[config.mk]
export PLATFORM = sky130hd
export DESIGN_NAME = rmq_front
export DESIGN_NICKNAME = d
export VERILOG_FILES = /design/src/design/rmq_pkg.sv /design/src/design/rmq_front.sv
export SDC_FILE = /design/constraint.sdc
export NUM_CORES = 1
export LEC_CHECK = 0
export BUFFER_PORTS_ARGS = -buffer_cell sky130_fd_sc_hd__buf_2
export CAP_MARGIN = 20
export CORE_AREA = 2 2 175 177
export CTS_CLUSTER_DIAMETER = 60
export DETAILED_ROUTE_END_ITERATION = 6
export DIE_AREA = 0 0 177 179
export SETUP_SLACK_MARGIN = 0.1
export SLEW_MARGIN = 25
export SYNTH_ARGS = -nofsm -noshare
export SYNTH_HDL_FRONTEND = slang
export SYNTH_SLANG_ARGS = --single-unit
[constraint.sdc]
create_clock -name aclk -period 12.53 [get_ports aclk]
set_clock_uncertainty 0.05 [all_clocks]
set_input_delay 2.506 -clock aclk [delete_from_list [all_inputs] [get_ports aclk]]
set_output_delay 2.506 -clock aclk [all_outputs]
set_load 0.03 [all_outputs]
[src/design/rmq_pkg.sv]
// shared types and constants for the rotation matrix to quaternion block
`default_nettype none

package rmq_pkg;

    // default number format, Q2.14 in 16 bits
    localparam int FRAC_BITS  = 14;
    localparam int DATA_WIDTH = 16;

    // quaternion components, in output order
    localparam int NUM_COMP = 4;

    typedef enum logic [1:0] {
        COMP_X = 2'd0,
        COMP_Y = 2'd1,
        COMP_Z = 2'd2,
        COMP_W = 2'd3
    } comp_t;

    // per-item control that rides along the pipeline
    typedef struct packed {
        logic  bad;   // root argument not positive
        comp_t main;  // component taken from the root itself
    } route_t;

endpackage

`default_nettype wire

[src/design/rmq_front.sv]
// first stage: trace test, axis pick, root argument and numerators
`default_nettype none

module rmq_front #(
    parameter int W     = rmq_pkg::DATA_WIDTH,
    parameter int F     = rmq_pkg::FRAC_BITS,
    parameter int ARG_W = 19
) (
    input  wire logic                 aclk,
    input  wire logic                 aresetn,
    input  wire logic                 en,
    input  wire logic                 in_valid,
    input  wire logic [9*W-1:0]       in_data,
    output logic                      out_valid,
    output logic [ARG_W-1:0]          out_arg,
    output rmq_pkg::route_t           out_route,
    output logic [3:0][W:0]           out_num
);

    localparam logic [ARG_W-1:0] ONE = {{(ARG_W-1){1'b0}}, 1'b1} << F;

    logic                   valid_reg;
    logic [ARG_W-1:0]       arg_reg, arg_next;
    rmq_pkg::route_t        route_reg, route_next;
    logic [3:0][W:0]        num_reg, num_next;

    always_comb begin
        logic signed [W-1:0]     m00, m01, m02, m10, m11, m12, m20, m21, m22;
        logic signed [W-1:0]     di, dj, dk;
        logic signed [W+1:0]     trace;
        logic signed [ARG_W-1:0] a_alt, a_tr;
        logic signed [W:0]       d12, d20, d01, s01, s02, s12;
        rmq_pkg::comp_t          axis;
        m00 = in_data[0*W +: W];
        m01 = in_data[1*W +: W];
        m02 = in_data[2*W +: W];
        m10 = in_data[3*W +: W];
        m11 = in_data[4*W +: W];
        m12 = in_data[5*W +: W];
        m20 = in_data[6*W +: W];
        m21 = in_data[7*W +: W];
        m22 = in_data[8*W +: W];
        trace = (W+2)'(m00) + (W+2)'(m11) + (W+2)'(m22);
        a_tr  = ARG_W'(trace) + $signed(ONE);
        d12 = (W+1)'(m12) - (W+1)'(m21);
        d20 = (W+1)'(m20) - (W+1)'(m02);
        d01 = (W+1)'(m01) - (W+1)'(m10);
        s01 = (W+1)'(m01) + (W+1)'(m10);
        s02 = (W+1)'(m02) + (W+1)'(m20);
        s12 = (W+1)'(m12) + (W+1)'(m21);
        // largest diagonal, strict compares decide ties
        if (m00 < m11) begin
            axis = (m11 < m22) ? rmq_pkg::COMP_Z : rmq_pkg::COMP_Y;
        end else begin
            axis = (m00 < m22) ? rmq_pkg::COMP_Z : rmq_pkg::COMP_X;
        end
        unique case (axis)
            rmq_pkg::COMP_X: begin
                di = m00; dj = m11; dk = m22;
            end
            rmq_pkg::COMP_Y: begin
                di = m11; dj = m22; dk = m00;
            end
            default: begin
                di = m22; dj = m00; dk = m11;
            end
        endcase
        a_alt = ARG_W'(di) - ARG_W'(dj) - ARG_W'(dk) + $signed(ONE);
        num_next = '0;
        // trace positive: w from the root
        if (trace > 0) begin
            arg_next         = a_tr;
            route_next.bad   = 1'b0;
            route_next.main  = rmq_pkg::COMP_W;
            num_next[0]      = d12;
            num_next[1]      = d20;
            num_next[2]      = d01;
        end else begin
            arg_next         = a_alt;
            route_next.bad   = (a_alt <= 0);
            route_next.main  = axis;
            unique case (axis)
                rmq_pkg::COMP_X: begin
                    num_next[3] = d12;
                    num_next[1] = s01;
                    num_next[2] = s02;
                end
                rmq_pkg::COMP_Y: begin
                    num_next[3] = d20;
                    num_next[2] = s12;
                    num_next[0] = s01;
                end
                default: begin
                    num_next[3] = d01;
                    num_next[0] = s02;
                    num_next[1] = s12;
                end
            endcase
        end
    end

    // valid flag
    always_ff @(posedge aclk) begin
        if (!aresetn) begin
            valid_reg <= 1'b0;
        end else if (en) begin
            valid_reg <= in_valid;
        end
    end

    // payload
    always_ff @(posedge aclk) begin
        if (en) begin
            arg_reg   <= arg_next;
            route_reg <= route_next;
            num_reg   <= num_next;
        end
    end

    assign out_valid = valid_reg;
    assign out_arg   = arg_reg;
    assign out_route = route_reg;
    assign out_num   = num_reg;

endmodule

`default_nettype wire

==> flow_summary_export.csv <==
group,metric,value,unit
synthesis,ys_seq_elements,91,
synthesis,synth_top_area_frac,0.2090,
global_routing,antenna_found_initial,1,
min_path,hp-class,"register to register",
synthesis,synthCells,1536,
finish,final-seq-area,0.002723,sq mm
synthesis,postSynthAreaPerCell,8.418,sq um
global_routing,grt_max_degree,110,
synthesis,syn-num-nets,1916,
power,ir_drop,0.08746,mV
sta,setup_tns,0,ps
place,dp.cells,2100,
setup_path,critPathKind,"input port to register",
setup_path,cpPeakStageDelay,530,ps
setup_path,worstSetupEndpointType,"register",
global_routing,overflow,0,
synthesis,ys_types,76,
synthesis,synth_edf_count,90,
sta,period_minus_slack,8923,ps
finish,areaGrowthSynthToFinish,13.73,%
floorplanning,ios,239,
sta,setup_viol_count_final,0,
sta,fmax,112.1,MHz
floorplanning,dieArea,0.03168,sq mm
floorplanning,core-area,0.03003,sq mm
sta,slew_headroom,0.4750,
clocking,htree_num_levels,3,
finish,multi_input_area,0.009316,sq mm
setup_path,slowest_stage,"buf_4",
route,wl_per_cell,19.32,um
global_routing,grt_use_total,0.2539,
global_routing,grt_pass1_wl,62300,um
sta,rsz0062_at_grt,"false",
synthesis,ys_seq_area_frac,0.2106,
clocking,cts-buffers-inserted,9,
synthesis,yosys_warnings,0,
route,ant_nets,0,
route,routed_via_density,5.722,
outcome,status,"finished clean",
finish,fill_cells,2984,
floorplanning,chipHeight,179,um
place,dp_hpwl,33280,um
sta,slew_violations,0,
clocking,cts.sinks,91,
clocking,cts_hold_buf,0,
synthesis,synthFlopType,"edfxtp_1",
finish,layout.nets,2095,
clocking,cts_resized,0,
power,powerDensity,189.7,mW/mm^2
floorplanning,row_count,64,
synthesis,synth_top_area_cell,"edfxtp_1",
clocking,cts_tree,"yes",
power,p_leak,6.603,nW
clocking,cts_setup_buffers,0,
route,drt_iter0_markers,980,
setup_path,crit_family,"compound AO/OA/AOI/OAI gates",
setup_path,crit_path_max_fanout,57,
place,io_buffers,238,
setup_path,path_buf_inv,5,
sta,finalCritPeriodShare,0.7121,
setup_path,critPathLaunchType,"input port",
route,first_pass_iters,5,
clocking,cts_buffer_depth,2,
sta,tightest_slew,777.4,ps
synthesis,synth_common_cells,"192 x ha_1, 152 x inv_1, 136 x a21oi_1",
clocking,ctsRootBufferMaster,"clkbuf_16",
synthesis,synth_area,0.01293,sq mm
route,vias,12110,
global_routing,first_global_vias,11180,
finish,layout-drive-gt1-share,0.1622,
flow_run,drv_cap,0,
finish,fin_cells,2117,
route,drt-total-wl,40900,um
sta,timing.final.hold_violations,0,
synthesis,async_flop_share,0,
synthesis,synth.most_common_cell,"ha_1",
setup_path,cp.arrival,9080,ps
clocking,clock_latency,360,ps
floorplanning,die_w,177,um
clocking,clk_pin_slew_worst_paths,60,ps
route,drc_errors,0,
place,gp_congestion,0.9460,
setup_path,worstPathRequired,12690,ps
synthesis,synthTopCellsByArea,"edfxtp_1 21%, ha_1 19%, fa_1 6.2%",
floorplanning,initial_core_util,0.4306,
-- placed cells by master, fill, tap and decap left out, types with 18 or more instances in the layout --
cell      netlist  layout
buf_2          12     237
ha_1          192     192
inv_1         152     152
a21oi_1       136     136
nor2_1        126     126
o21ai_0       104     104
nand2_1        93      93
edfxtp_1       90      90
xnor2_1        75      75
fa_1           40      40
o22ai_1        36      36
a22oi_1        30      30
nor2b_1        27      27
nor3_1         25      25
xor2_1         21      21
o31ai_1        19      19
a21o_1         18      18
o22a_1         18      18
mux2_1         18      18
-- through the flow --
| stage | instance area [sq um] | setup WS (ps) | total power [mW] | hold slack, ps | utilization |
|---|---|---|---|---|---|
| 6_report | 14710 | 3607 | 2.789 | 478.2 | 0.4897 |
| 5_1_grt | 14710 | 3202 | 2.995 | 520.1 | 0.4897 |
| 4_1_cts | 14700 | 3646 | 2.781 | 481.3 | 0.4895 |
| 3_5_place_dp | 14370 | 3276 | 2.458 | 462.8 | 0.4784 |
| 3_3_place_gp | 14370 | 3400 | 2.456 | 444.9 | 0.4784 |
| 2_1_floorplan | 12930 | 4410 | 1.908 | 590.4 | - |
-- state kept, by name, summed over array words and instances, names as in the netlist --
register	flops
out_arg	19
out_num	68
out_route	3
out_valid	1
-- final timing paths --
kind,cells past startpoint,startpoint,slack (ps),endpoint
setup / recovery,27,in_data[137],3610,out_route[2]$_SDFFCE_PP0P_
hold / removal,2,out_valid$_SDFFE_PN0P_,480,out_valid$_SDFFE_PN0P_
setup reg to reg,2,out_valid$_SDFFE_PN0P_,11890,out_valid$_SDFFE_PN0P_
hold reg to reg,2,out_valid$_SDFFE_PN0P_,480,out_valid$_SDFFE_PN0P_
-- routing by layer --
metal / part of all wire / GRT usage / up-vias
li1: - / - / 5932
met1: 0.47 / 0.3734 / 5698
met2: 0.43 / 0.3829 / 443
met3: 0.077 / 0.03859 / 41
met4: 0.021 / 0.07300 / 0
met5: 0 / 0 / -
-- power by group --
part | internal (mW) | switching [mW] | total, mW
clock | 0.194 | 0.118 | 0.312
combinational | 0.716 | 1.25 | 1.97
sequential | 0.474 | 0.0359 | 0.510
total | 1.38 | 1.40 | 2.79
-- cell type report --
| type | count | share of cell area |
|---|---|---|
| clock buffer | 11 | 0.01583 |
| multi-input combinational | 1214 | 0.6335 |
| clock inverter | 5 | 0.006892 |
| timing repair buffer | 246 | 0.08551 |
| sequential | 91 | 0.1851 |
| antenna | 1 | 0.0001702 |
| tap | 396 | 0.03369 |
| inverter | 153 | 0.03922 |
-- tightest hold or removal path, stage by stage (launching register included) --
cell and delay (ps):
dfxtp_1 310, mux2i_1 120, nor2b_1 60
-- cells by family (layout without fill, tap and decap cells) --
group,after synthesis,in the layout,synth area share
compound gates,508,508,0.2568
xor+xnor,96,96,0.06503
fa+ha+maj,232,232,0.2477
buf+inv,231,415,0.07045
flops,91,91,0.2106
mux,26,26,0.02226
other cells,0,1,0
simple gates,352,352,0.1272
Power figures use the tool's default switching activity.
