`src/design/rmq_pkg.sv`:
```
// shared types and constants for the rotation matrix to quaternion block
`default_nettype none

package rmq_pkg;

    // default number format, Q2.14 in 16 bits
    localparam int FRAC_BITS  = 14;
    localparam int DATA_WIDTH = 16;

    // quaternion components, in output order
    localparam int NUM_COMP = 4;

    typedef enum logic [1:0] {
        COMP_X = 2'd0,
        COMP_Y = 2'd1,
        COMP_Z = 2'd2,
        COMP_W = 2'd3
    } comp_t;

    // per-item control that rides along the pipeline
    typedef struct packed {
        logic  bad;   // root argument not positive
        comp_t main;  // component taken from the root itself
    } route_t;

endpackage

`default_nettype wire

```
`src/design/rmq_sqrt.sv`:
```
// pipelined integer square root, one root bit per stage
`default_nettype none

module rmq_sqrt #(
    parameter int ARG_W  = 19,
    parameter int F      = rmq_pkg::FRAC_BITS,
    parameter int ROOT_W = 17,
    parameter int SB_W   = 8
) (
    input  wire logic                 aclk,
    input  wire logic                 aresetn,
    input  wire logic                 en,
    input  wire logic                 in_valid,
    input  wire logic [ARG_W-1:0]     in_arg,
    input  wire logic [SB_W-1:0]      in_side,
    output logic                      out_valid,
    output logic [ROOT_W-1:0]         out_root,
    output logic [SB_W-1:0]           out_side
);

    localparam int RW = ROOT_W;

    logic [2*RW-1:0] rad0;
    logic [2*RW-1:0] rad_reg  [1:RW-1];
    logic [RW+1:0]   rem_reg  [1:RW-1];
    logic [RW-1:0]   root_reg [1:RW];
    logic [SB_W-1:0] side_reg [1:RW];
    logic            valid_reg[1:RW];

    // radicand is the argument scaled up by the fraction bits
    assign rad0 = (2*RW)'(in_arg) << F;

    for (genvar s = 1; s <= RW; s++) begin : g_stage
        logic [2*RW-1:0] rad_in;
        logic [RW-1:0]   root_in;
        logic [RW+1:0]   rem_in;
        logic [SB_W-1:0] side_in;
        logic            v_in;
        logic [RW+1:0]   rem_sh, trial;
        logic            fits;

        if (s == 1) begin : g_first
            assign rad_in  = rad0;
            assign root_in = '0;
            assign rem_in  = '0;
            assign side_in = in_side;
            assign v_in    = in_valid;
        end else begin : g_next
            assign rad_in  = rad_reg[s-1];
            assign root_in = root_reg[s-1];
            assign rem_in  = rem_reg[s-1];
            assign side_in = side_reg[s-1];
            assign v_in    = valid_reg[s-1];
        end

        // bring down two radicand bits and try root*4+1
        assign rem_sh = {rem_in[RW-1:0], rad_in[2*RW-1 -: 2]};
        assign trial  = {root_in, 2'b01};
        assign fits   = (rem_sh >= trial);

        always_ff @(posedge aclk) begin
            if (!aresetn) begin
                valid_reg[s] <= 1'b0;
            end else if (en) begin
                valid_reg[s] <= v_in;
            end
        end

        always_ff @(posedge aclk) begin
            if (en) begin
                root_reg[s] <= {root_in[RW-2:0], fits};
                side_reg[s] <= side_in;
            end
        end

        if (s < RW) begin : g_rem
            always_ff @(posedge aclk) begin
                if (en) begin
                    rad_reg[s] <= rad_in << 2;
                    rem_reg[s] <= fits ? (rem_sh - trial) : rem_sh;
                end
            end
        end
    end

    assign out_valid = valid_reg[RW];
    assign out_root  = root_reg[RW];
    assign out_side  = side_reg[RW];

endmodule

`default_nettype wire

```
`config.mk`:
```
export PLATFORM = sky130hd
export DESIGN_NAME = rmq_sqrt
export DESIGN_NICKNAME = d
export VERILOG_FILES = /design/src/design/rmq_pkg.sv /design/src/design/rmq_sqrt.sv
export SDC_FILE = /design/constraint.sdc
export NUM_CORES = 1
export LEC_CHECK = 0
export BUFFER_PORTS_ARGS = -buffer_cell sky130_fd_sc_hd__buf_2
export CORE_AREA = 2 2 222 224
export DETAILED_ROUTE_END_ITERATION = 6
export DIE_AREA = 0 0 224 226
export PLACE_DENSITY = 0.78
export SLEW_MARGIN = 10
export SYNTH_ARGS = -nofsm -noshare
export SYNTH_HDL_FRONTEND = slang
export SYNTH_SLANG_ARGS = --single-unit
```
`constraint.sdc`:
```
create_clock -name aclk -period 5.98 [get_ports aclk]
set_input_delay 1.196 -clock aclk [delete_from_list [all_inputs] [get_ports aclk]]
set_output_delay 1.196 -clock aclk [all_outputs]
set_load 0.02 [all_outputs]
```
==> run_results.csv, run 1 <==
group,metric,value,unit
cts,clock-sinks,640,
logic_synthesis,yosys-top-cells-count,"640 x edfxtp_1, 207 x inv_1, 157 x ha_1",
power,combPwrFrac,16.3,%
global_route,met3_usage,3.30,%
die,io_pins,57,
power,ir_drop,0.235,mV
setup_path,end_kind,"register",
cts,postCtsSetupBuffers,0,
routing,drc_errors,1,
logic_synthesis,yosysWarnings,0,
global_route,grt_pass1_vias,17100,
logic_synthesis,yosysTopAreaCell,"edfxtp_1",
die,fp.coreArea,48300,um^2
setup_path,worstPathArrival,3430,ps
global_route,grt_util_met2,35.5,%
sta,drv_slew,0,
cts,cts_hold_buffers,0,
routing,ant_nets,0,
cts,clk_pin_slew,60,ps
power,pwr-share-seq,50.1,%
global_route,met1_usage,23.8,%
setup_path,cp-start-kind,"register",
sta,fin_crit,3100,ps
status,violations,"DRC",
setup_path,cp.required,6310,ps
die,start_util,61.4,%
sta,fmax,322,MHz
power,power_switching,2.91,mW
global_route,grt_use_total,20.1,%
logic_synthesis,synth_cell_types,82,
routing,drt_iter0_drc,1100,
power,p_int,8.73,mW
logic_synthesis,yosys.area.top_type_share,64.8,%
job,drv_cap,0,
routing,drt_pre_antenna_iters,7,
routing,wl_per_cell,16.6,um
routing,totalWireLength,49100,um
logic_synthesis,ys_seq_area_share,64.8,%
global_route,grt_pass1_wl,81500,um
logic_synthesis,ys_ff_latch,640,
sta,clock_skew,26.4,ps
logic_synthesis,synthFlopType,"edfxtp_1",
sta,worst_pin_slew,1130,ps
cells_and_area,regArea,19200,um^2
cts,cts_resized,0,
logic_synthesis,synth_edf_count,640,
logic_synthesis,syn-cell-area,29700,um^2
routing,viasPerCell,5.82,
sta,finalSetupViolations,0,
routing,num_vias,17200,
power,swShare,25.0,%
power,clockPowerShare,33.5,%
status,status,"complete, but fails checks",
logic_synthesis,synthCells,2190,
logic_synthesis,synthTopCellsByArea,"edfxtp_1 65%, ha_1 6.6%, xnor2_1 3.0%",
worst_hold_path,hold_class,"reg2reg",
cts,cts_tree,"done",
cells_and_area,post-route-util,67.7,%
cells_and_area,multi_input_area,9520,um^2
logic_synthesis,synth.avg_cell_area,13.5,um^2
cells_and_area,drive_gt1_share,10.3,%
global_route,grt_overflow,0,
die,chipWidth,224,um
die,dieArea,50600,um^2
logic_synthesis,async_reset_ff_share,0,%
cts,htreeDepth,3,
cells_and_area,fillers,3260,
cells_and_area,area_growth_syn_to_layout,10.4,%
setup_path,crit_fanout,18,
setup_path,crit_type,"reg2reg",
sta,fin_tns_setup,0,ps
global_route,busiest_layer,"met2",
sta,finalCritPeriodShare,51.9,%
cts,clock_path_buffers,3,
logic_synthesis,syn_nets,2384,
logic_synthesis,synthMostInstantiatedCell,"edfxtp_1",
cts,cts_root_buffer,"clkbuf_16",
placement,portBuffers,56,
placement,gp_congestion,0.928,
global_route,grt_max_degree,170,
cts,clkLatencyLatePin,590,ps
cts,cts_made_buffers,66,
die,row_count,81,
global_route,antenna_found_initial,0,
sta,maxSlewHeadroom,24.1,%
sta,hold_viol_final,0,
cells_and_area,fin_nets,2484,
placement,place_hpwl,33800,um
sta,rsz0062_at_grt,"no",
cells_and_area,largest_reg_flops,244,
power,p_leak,12.6,nW
die,die_y,226,um
power,powerDensity,355,nW/um^2
cells_and_area,diodes,0,
placed cells by master, fill, tap and decap left out, types with 35 or more instances in the layout:
cell type,instances
ha_1,157
mux2_2,61
buf_2,55
nor3_1,47
o21a_1,35
a21o_1,38
inv_1,207
xor2_1,51
nand3_1,36
o21ai_0,97
edfxtp_1,640
a21oi_1,113
clkbuf_16,69
xnor2_1,100
nand2_1,93
nor2_1,138
logic make-up (layout without fill, tap and decap cells):
| kind of cell | count (synthesis) | count (layout) | share of synthesized area [%] |
|---|---|---|---|
| other cells | 1 | 1 | 0.0126 |
| xor+xnor | 151 | 151 | 4.46 |
| compound gates | 429 | 429 | 9.53 |
| mux | 69 | 69 | 2.58 |
| simple gates | 497 | 497 | 8.48 |
| flops | 640 | 640 | 64.8 |
| fa+ha+maj | 163 | 163 | 7.02 |
| buf+inv | 240 | 386 | 3.15 |
critical path: stages (launching register included):
cell and delay, ps:
edfxtp_1 400, ha_1 370, and3_1 240, and3_1 200, nor4_2 370, nand4b_1 730, mux2_2 530
per-stage QoR:
step	hold slack, ps	std cells	setup WS, ps	power [mW]	cell area, um^2
after detailed placement	405	2844	2870	7.80	30700
after CTS	410	2958	2870	11.7	32700
after global routing	413	2958	2660	12.2	32700
after floorplan	400	2190	3390	7.27	29700
final	410	2958	2880	11.6	32700
after global placement	400	2844	2950	7.71	30700
cell type report:
type                    instances  share of cell area (%)
well taps                     622                    2.38
clock buffers                  75                    5.34
clock inverters                39                   0.955
inverters                     209                    2.40
multi-input cells            1310                    29.1
flip-flops and latches        640                    58.7
repair buffers                 63                    1.16
path summary, 6_finish.rpt:
kind	endpoint	depth (start not counted)	from	slack, ps
setup reg to reg	rem_reg[0][194]	6	rem_reg[0][177]	2880
hold / removal	side_reg[1][24]	0	side_reg[1][16]	410
hold reg to reg	side_reg[1][24]	0	side_reg[1][16]	410
setup / recovery	rem_reg[0][194]	6	rem_reg[0][177]	2880
per-layer routing:
metal  up-vias  routed length (um)
li1       8412                   -
met1      8270               19800
met2       411               25400
met3       123                2020
met4         0                1830
met5         -                   0
power groups by stage:
stage / clock network, mW / registers, mW / logic, mW
floorplan: 0 / 5.83 / 1.44
global placement: 0 / 5.90 / 1.80
detailed placement: 0 / 5.92 / 1.88
CTS: 4.01 / 5.83 / 1.90
global route: 4.17 / 5.88 / 2.13
finish: 3.90 / 5.83 / 1.90
(Power assumes the default switching activity.)
==> run 2: changes to the inputs <==
- ABC_AREA: not set -> 1
- CORE_AREA: 2 2 222 224 -> 2 2 233 235
- DIE_AREA: 0 0 224 226 -> 0 0 235 237
- clock period: 5.98 -> 3.1 ns (I/O delays scaled with it)
==> run_results.csv, run 2 <==
group,metric,value,unit
sta,hold_viol_final,0,
power,power_switching,6.64,mW
logic_synthesis,syn_nets,3636,
setup_path,end_kind,"register",
logic_synthesis,synth_cell_types,39,
sta,worst_pin_slew,711,ps
cells_and_area,fin_cells,4309,
placement,place_inst,4191,
cts,cts_hold_buffers,0,
logic_synthesis,synthCells,3442,
sta,drv_slew,0,
die,fp.coreArea,53300,um^2
power,combPwrFrac,18.4,%
logic_synthesis,synthMostInstantiatedCell,"nand2_1",
routing,viasPerCell,5.23,
setup_path,worst_path_max_delay_cell,"nand4_1",
setup_path,crit_family,"simple AND/OR/NAND/NOR gates",
setup_path,worstPathArrival,2800,ps
die,io_pins,57,
sta,finalSetupViolations,0,
die,chipWidth,235,um
power,fin_total_pwr,23.6,mW
sta,hold_slack,186,ps
power,p_leak,16.7,nW
logic_synthesis,async_reset_ff_share,0,%
cells_and_area,fin_nets,3758,
logic_synthesis,synthFlopType,"edfxtp_1",
logic_synthesis,yosysTopAreaCell,"edfxtp_1",
routing,ant_nets,0,
die,die_y,237,um
setup_path,cp.required,3440,ps
sta,fmax,407,MHz
routing,wl_per_cell,15.0,um
routing,drc_errors,0,
power,p_int,16.9,mW
setup_path,crit_fanout,13,
cells_and_area,area_growth_syn_to_layout,10.6,%
die,start_util,61.5,%
cells_and_area,drive_gt1_share,6.17,%
sta,maxSlewHeadroom,52.5,%
global_route,grt_overflow,0,
setup_path,cp-start-kind,"register",
cells_and_area,largest_reg_flops,244,
die,row_count,85,
sta,finalCritPeriodShare,79.3,%
cts,postCtsSetupBuffers,0,
sta,fin_crit,2460,ps
routing,totalWireLength,64700,um
cts,cts_root_buffer,"clkbuf_16",
cts,clock-sinks,640,
logic_synthesis,synth.avg_cell_area,9.53,um^2
cts,clkLatencyLatePin,610,ps
cts,cts_resized,0,
cts,cts_made_buffers,67,
setup_path,path_cells,"inv_1 -> ha_1 -> a21oi_1 -> inv_1 -> nor3_1 -> nand4_1 -> inv_2 -> a21oi_1",
global_route,grt_max_degree,115,
cells_and_area,final_common_cell,"nand2_1",
logic_synthesis,synth_edf_count,640,
global_route,grt_pass1_wl,106000,um
sta,clock_skew,23.8,ps
power,clockPowerShare,34.1,%
cts,clock_path_buffers,3,
logic_synthesis,ys_seq_area_share,58.6,%
die,dieArea,55700,um^2
setup_path,slowest_delay,460,ps
status,status,"complete, no violations",
setup_path,path_buf_inv,3,
cells_and_area,fin_area,36200,um^2
power,ir_drop,0.704,mV
worst_hold_path,hold_class,"in2reg",
cts,clk_pin_slew,60,ps
power,swShare,28.2,%
placement,place_hpwl,47000,um
power,pwr-share-seq,47.6,%
sta,rsz0062_at_grt,"no",
placement,gp_congestion,0.920,
logic_synthesis,yosys-top-cells-count,"1,076 x nand2_1, 640 x edfxtp_1, 603 x inv_1",
power,powerDensity,650,nW/um^2
placement,portBuffers,56,
sta,fin_tns_setup,0,ps
cells_and_area,final_cell_mix,"1,076 x nand2_1, 640 x edfxtp_1, 603 x inv_1",
logic_synthesis,yosys.area.top_type_share,58.6,%
cells_and_area,diodes,0,
global_route,grt_pass1_vias,21800,
global_route,antenna_found_initial,0,
cts,cts_tree,"done",
cts,htreeDepth,3,
logic_synthesis,yosysWarnings,0,
logic_synthesis,syn-cell-area,32800,um^2
logic_synthesis,synthTopCellsByArea,"edfxtp_1 59%, nand2_1 12%, inv_1 6.9%",
routing,drt_pre_antenna_iters,6,
logic_synthesis,ys_ff_latch,640,
setup_path,crit_type,"reg2reg",
job,drv_cap,0,
routing,drt_iter0_drc,1737,
routing,num_vias,22500,
global_route,grt_use_total,23.5,%
placement,placed_area,34100,um^2
[run 2: changes by cell type after synthesis, sizes merged, moves of 24 or more]
cell and change:
a21o -33, and3 -29, inv +397, mux2 -61, nand2 +998, nand2b -24, nand3 +232, nand4 +29
nor2 +110, o21a -33, o21ai -37, or3 -24, xnor2 -74
[run 2: area by class of cell]
| cell class | instances | area [um^2] |
|---|---|---|
| clock buffer | 79 | 1760 |
| clock inverter | 39 | 425 |
| fill | 4119 | 17000 |
| inverter | 606 | 2270 |
| multi-input combinational | 2169 | 11100 |
| sequential | 640 | 19200 |
| tap | 696 | 871 |
| timing repair buffer | 80 | 596 |
[run 2: worst reg2reg max path, delay by kind of cell (launching register included)]
kind | cells | cell delay [ps]
buf+inv | 3 | 520
flops | 1 | 360
simple gates | 2 | 630
fa+ha+maj | 1 | 370
compound gates | 2 | 320
[run 2: power groups by stage]
stage / logic, mW / registers, mW / clock network (mW)
final: 4.33 / 11.2 / 8.03
after detailed placement: 4.26 / 11.4 / 0
after global routing: 4.99 / 11.3 / 8.51
after global placement: 4.19 / 11.3 / 0
after CTS: 4.31 / 11.2 / 8.18
after floorplan: 3.18 / 11.2 / 0
[run 2: worst paths after layout]
kind	from	end	slack [ps]	cells past startpoint
worst min-delay path	in_arg[11]	rad_reg[1][25]	190	1
worst max-delay path	root_reg[0][53]	rem_reg[0][88]	640	8
worst min register to register	side_reg[1][28]	side_reg[1][36]	410	0
worst max register to register	root_reg[0][53]	rem_reg[0][88]	640	8
[run 2: logic make-up (layout without fill, tap and decap cells)]
logic type      Yosys count  after routing  synth area share [%]
other cells               1              1                0.0114
xor+xnor                 89             89                  2.38
flops                   640            640                  58.6
simple gates           1723           1723                  22.0
compound gates          193            193                  3.06
buf+inv                 633            804                  7.54
fa+ha+maj               163            163                  6.36
[run 2: routing by layer]
metal	global-route usage (%)	vias to the layer above	wire length [um]
met1	30.8	10300	28400
met3	4.09	151	3270
met2	39.8	567	31000
met5	0	-	0
li1	-	11500	-
met4	8.15	0	2080
[run 2: metrics by stage]
| step | setup WS (ps) | util, % |
|---|---|---|
| final | 642 | 68.0 |
| after global routing | 414 | 68.0 |
| after CTS | 648 | 68.0 |
| after detailed placement | 706 | 63.9 |
| after global placement | 657 | 63.9 |
| after floorplan | 1180 | - |
